===== config.mk =====
export PLATFORM = sky130hd
export DESIGN_NAME = lfse_mod_unit
export DESIGN_NICKNAME = d
export VERILOG_FILES = /design/src/rtl/core/lfse_pkg.sv /design/src/rtl/core/lfse_mod_unit.sv
export VERILOG_INCLUDE_DIRS = /design/src /design/src/rtl/core
export SDC_FILE = /design/constraint.sdc
export NUM_CORES = 1
export LEC_CHECK = 0
export ABC_CLOCK_PERIOD_IN_PS = 2880
export BUFFER_PORTS_ARGS = -buffer_cell sky130_fd_sc_hd__buf_4
export CAP_MARGIN = 20
export CORE_MARGIN = 3
export CORE_UTILIZATION = 30
export DETAILED_ROUTE_END_ITERATION = 8
export PLACE_DENSITY = 0.6
export SYNTH_ARGS = -nofsm -noshare
export SYNTH_HDL_FRONTEND = slang
export SYNTH_SLANG_ARGS = --single-unit

===== constraint.sdc =====
create_clock -name clk -period 2.88 [get_ports clk]
set_input_delay 0.288 -clock clk [delete_from_list [all_inputs] [get_ports clk]]
set_output_delay 0.288 -clock clk [all_outputs]
set_load 0.02 [all_outputs]

===== src/rtl/core/assert_macros.svh =====
// Assertion macros shared by the core RTL.
// Define NO_ASSERTIONS to compile every macro to nothing.
`ifndef ASSERT_MACROS_SVH
`define ASSERT_MACROS_SVH
`ifndef NO_ASSERTIONS
`define ASSERT_IMPL(lbl, clk, rst_n, ante, cons, msg) \
  lbl: assert property (@(posedge clk) disable iff (!rst_n) (ante) |-> (cons)) \
    else $error(msg);
`define ASSERT_NEXT(lbl, clk, rst_n, ante, cons, msg) \
  lbl: assert property (@(posedge clk) disable iff (!rst_n) (ante) |=> (cons)) \
    else $error(msg);
`else
`define ASSERT_IMPL(lbl, clk, rst_n, ante, cons, msg)
`define ASSERT_NEXT(lbl, clk, rst_n, ante, cons, msg)
`endif
`endif


===== src/rtl/core/lfse_pkg.sv =====
// Package for the lagged-Fibonacci shuffle engine: request codes, constants
// and payload word types. No dependencies.
`timescale 1ns / 1ps
`default_nettype none
package lfse_pkg;
  localparam int unsigned TableLen = 55;
  localparam int unsigned TrailStart = 31;
  localparam logic [31:0] LcgMul = 32'd1664525;
  localparam logic [31:0] LcgAdd = 32'd1013904223;

  typedef enum logic [2:0] {
    REQ_SEED = 3'd0,
    REQ_DRAW = 3'd1,
    REQ_LOAD = 3'd2,
    REQ_CLEAR = 3'd3,
    REQ_SHUFFLE = 3'd4
  } req_t;

  typedef struct packed {
    logic [2:0] req_type;
    logic [31:0] seed_value;
    logic [31:0] modulo;
    logic [15:0] element;
    logic [15:0] previous_last;
    logic has_previous;
  } in_word_t;

  typedef struct packed {
    logic [31:0] value;
    logic last;
  } out_word_t;

  typedef struct packed {
    logic start;
    logic [31:0] dividend;
    logic [31:0] divisor;
  } div_req_t;
endpackage
`default_nettype wire


===== src/rtl/core/lfse_mod_unit.sv =====
// Iterative 32-bit unsigned remainder unit, one quotient bit per cycle.
// Depends on lfse_pkg.
`timescale 1ns / 1ps
`default_nettype none
`include "assert_macros.svh"
module lfse_mod_unit
  import lfse_pkg::*;
(
  input wire logic clk,
  input wire logic rst_n,
  input wire div_req_t req,
  output logic busy,
  output logic [31:0] rem
);
  logic [32:0] rem_r;
  logic [31:0] quo_r, div_r;
  logic [5:0] cnt_r;
  logic [32:0] shifted, diff;

  always_comb begin
    shifted = {rem_r[31:0], quo_r[31]};
    diff = shifted - {1'b0, div_r};
  end

  always_ff @(posedge clk) begin
    if (!rst_n) begin
      cnt_r <= '0;
    end else if (req.start) begin
      rem_r <= '0;
      quo_r <= req.dividend;
      div_r <= req.divisor;
      cnt_r <= 6'd32;
    end else if (cnt_r != 6'd0) begin
      rem_r <= diff[32] ? shifted : diff;
      quo_r <= {quo_r[30:0], 1'b0};
      cnt_r <= cnt_r - 6'd1;
    end
  end

  assign busy = (cnt_r != 6'd0);
  assign rem = rem_r[31:0];

  `ASSERT_IMPL(a_cnt_range, clk, rst_n, 1'b1, cnt_r <= 6'd32, "mod count out of range")
  `ASSERT_NEXT(a_start_load, clk, rst_n, req.start, cnt_r == 6'd32, "mod start lost")
  `ASSERT_IMPL(a_rem_below, clk, rst_n, busy && div_r != 32'd0, rem_r < {1'b0, div_r},
      "partial remainder too large")
endmodule
`default_nettype wire


==> flow_summary.json <==
{
  "critPathMaxFanout": 5,
  "cts_tree": "done",
  "whs_ns": 0.0970,
  "slew_violations": 0,
  "drtIter0Drc": 267,
  "irDropWorstVdd_mv": 0.373,
  "rsz0062_at_grt": "true",
  "finClkSkew_ns": 0.00849,
  "htreeDepth": 3,
  "tightest_slew_ns": 0.696,
  "max_clock_freq_mhz": 320,
  "cts.sinks": 102,
  "track_usage": 0.149,
  "overflow": 0,
  "multi_input_area_sq_um": 3040,
  "wl_per_cell_um": 15.7,
  "ys_ff_latch": 102,
  "min_path_type": "input port to flip-flop",
  "num_io_pins": 100,
  "routed_wl_um": 15900,
  "stdcell_count": 1013,
  "fillCellCount": 1901,
  "io_buffer_count": 99,
  "synth-seq-area-share": 0.501,
  "slew-limit-headroom": 0.535,
  "firstDrtPassIters": 5,
  "synth_edf_count": 96,
  "setup_viol": 32,
  "initial_core_util": 0.307,
  "die-width_um": 147,
  "antenna_cells": 0,
  "layout_setup_ws_ns": -0.244,
  "synthCells": 557,
  "synth_nets": 658,
  "yosys_warnings": 0,
  "nets": 844,
  "row_count": 51,
  "power_density_nw_per_um2": 1050,
  "syn_area_sq_um": 6000,
  "synthTopCellsByCount": "96 x edfxtp_1, 61 x a21oi_1, 43 x o21ai_0",
  "async_reset_ff_frac": 0,
  "synth_top_area_cell": "edfxtp_1",
  "timing.final.crit_period_ns": 3.12,
  "crit_chain": "ha_2 > fa_2 > nand2b_4 > a21oi_4 > o21ai_2 > o211ai_2 > o2111ai_2 > a2111oi_4 > buf_6 > nor3_4 > or4b_1 > a21oi_2",
  "synth_most_common_cell": "edfxtp_1",
  "dp.cells": 979,
  "grt_pass1_vias": 5164,
  "ant_nets": 0,
  "seq_area_sq_um": 3000,
  "cts-root-buf": "clkbuf_16",
  "chipHeight_um": 147,
  "clockBufferDepth": 2,
  "place_congestion": 0.816,
  "drv_cap": 0,
  "viasPerCell": 4.92,
  "drc": 0,
  "period_share": 1.08,
  "dieArea_sq_um": 21700,
  "path_class": "flip-flop to flip-flop",
  "yosys-top-cells-area": "edfxtp_1 48%, ha_1 6.9%, mux2_2 5.8%",
  "startpoint_type": "flip-flop",
  "cts_buffers": 9,
  "synth_top_area_share": 0.481,
  "ys_types": 58,
  "hold_viol": 0,
  "grt_pass1_wl_um": 26000,
  "hpwlAfterDp_um": 11400,
  "crit_path_max_incr_delay_ns": 0.51,
  "clk_latency_ns": 0.36,
  "syn_avg_cell_area_sq_um": 10.8,
  "status": "finished, violations left",
  "crit_path_end_kind": "flip-flop",
  "synth-main-ff-cell": "edfxtp_1",
  "crit_slowest_cell": "or4b_1",
  "worstPathRequired_ns": 3.10,
  "p_leak_nw": 3.50,
  "clkTransAtPathRegs_ns": 0.08,
  "violations": "setup timing",
  "vias": 4989,
  "core_sq_um": 19500,
  "antenna_found_initial": 0,
  "syn_to_final_growth_pct": 41.8,
  "critPathArrivalTime_ns": 3.34,
  "grt_max_degree": 37,
  "drive_above_1_share": 0.410
}
==> metal layers <==
layer / vias up / wire length, um / GRT usage
li1: 2455 / - / -
met1: 2378 / 6810 / 0.189
met2: 136 / 7570 / 0.238
met3: 20 / 1310 / 0.0567
met4: 0 / 233 / 0.0415
met5: - / 0 / 0
==> critical path: cells and delay by family (launching register included) <==
| kind | cells | cell delay, ns |
|---|---|---|
| simple gates | 3 | 0.74 |
| compound gates | 6 | 1.13 |
| fa+ha+maj | 2 | 0.55 |
| flops | 1 | 0.37 |
| buf+inv | 1 | 0.19 |
==> layout make-up <==
cell class | count | area share
well taps | 265 | 0.0390
flip-flops and latches | 102 | 0.353
multi-input cells | 387 | 0.357
clock buffers | 10 | 0.0269
clock inverters | 6 | 0.00956
inverters | 41 | 0.0181
repair buffers | 202 | 0.196
==> kinds of logic (layout without fill, tap and decap cells) <==
| family | Yosys count | in the layout | share of synthesized area |
|---|---|---|---|
| AO/OA/AOI/OAI | 161 | 161 | 0.167 |
| AND/OR/NAND/NOR | 133 | 134 | 0.117 |
| flip-flops | 102 | 102 | 0.501 |
| buffers and inverters | 69 | 259 | 0.0449 |
| adder cells (fa/ha/maj) | 34 | 34 | 0.0722 |
| multiplexers | 31 | 31 | 0.0582 |
| XOR/XNOR | 27 | 27 | 0.0394 |
==> worst paths after layout <==
check / start / endpoint / slack [ns] / cells after the start
worst max-delay path: div_r[0]$_DFFE_PP_ / rem_r[30]$_SDFFCE_PP0P_ / -0.24 / 12
worst min-delay path: req[19] / div_r[19]$_DFFE_PP_ / 0.1 / 1
worst max register to register: div_r[0]$_DFFE_PP_ / rem_r[30]$_SDFFCE_PP0P_ / -0.24 / 12
worst min register to register: cnt_r[1]$_SDFFE_PP0P_ / cnt_r[1]$_SDFFE_PP0P_ / 0.51 / 2
==> report_power, final <==
part / total, W / internal [W] / leakage [nW] / switching (W)
Combinational: 0.00525 / 0.00255 / 2.37 / 0.00270
Sequential: 0.00239 / 0.00215 / 0.977 / 0.000240
Clock: 0.00130 / 0.000691 / 0.150 / 0.000606
==> stage by stage <==
| stage | utilization | worst slack, ns | TNS (ns) | power, W | cell area [sq um] |
|---|---|---|---|---|---|
| 5_1_grt | 0.436 | -0.381 | -9.84 | 0.00958 | 8500 |
| 3_5_place_dp | 0.392 | -0.411 | -10.54 | 0.00685 | 7650 |
| 4_1_cts | 0.428 | -0.250 | -3.16 | 0.00878 | 8350 |
| 3_3_place_gp | 0.392 | -0.280 | -7.18 | 0.00681 | 7650 |
| 6_report | 0.436 | -0.244 | -4.87 | 0.00894 | 8500 |
| 2_1_floorplan | - | -0.215 | -5.00 | 0.00518 | 6070 |
==> state kept, by name (all words and copies together) (netlist names) <==
register / count
div_r: 32
quo_r: 32
rem_r: 32
cnt_r: 6
==> timing repair <==
item                                    in CTS  in global routing
endpoints found under the hold margin        0                  0
hold buffers                                 0                  0
gates cloned                                 5                  2
pin swaps                                   36                 13
gates resized for setup                     71                 27
endpoints found under the setup margin      32                 32
setup buffers                                8                  6
==> layout by cell type, fill, tap and decap left out, types with 8 or more instances in the layout <==
master / synthesis / routed
nand2_1: 27 / 27
xnor2_1: 17 / 17
clkbuf_16: 0 / 10
ha_1: 33 / 26
a21o_1: 12 / 12
a21oi_1: 61 / 52
o21ai_0: 43 / 23
nand3_2: 0 / 10
o21ai_1: 4 / 16
nand4_1: 8 / 8
buf_4: 0 / 181
edfxtp_1: 96 / 96
xor2_1: 10 / 10
nand3_1: 25 / 15
buf_6: 0 / 11
inv_1: 41 / 38
mux2_2: 31 / 31
nor2_1: 23 / 23
No activity file was read; power rests on OpenSTA's default activity.
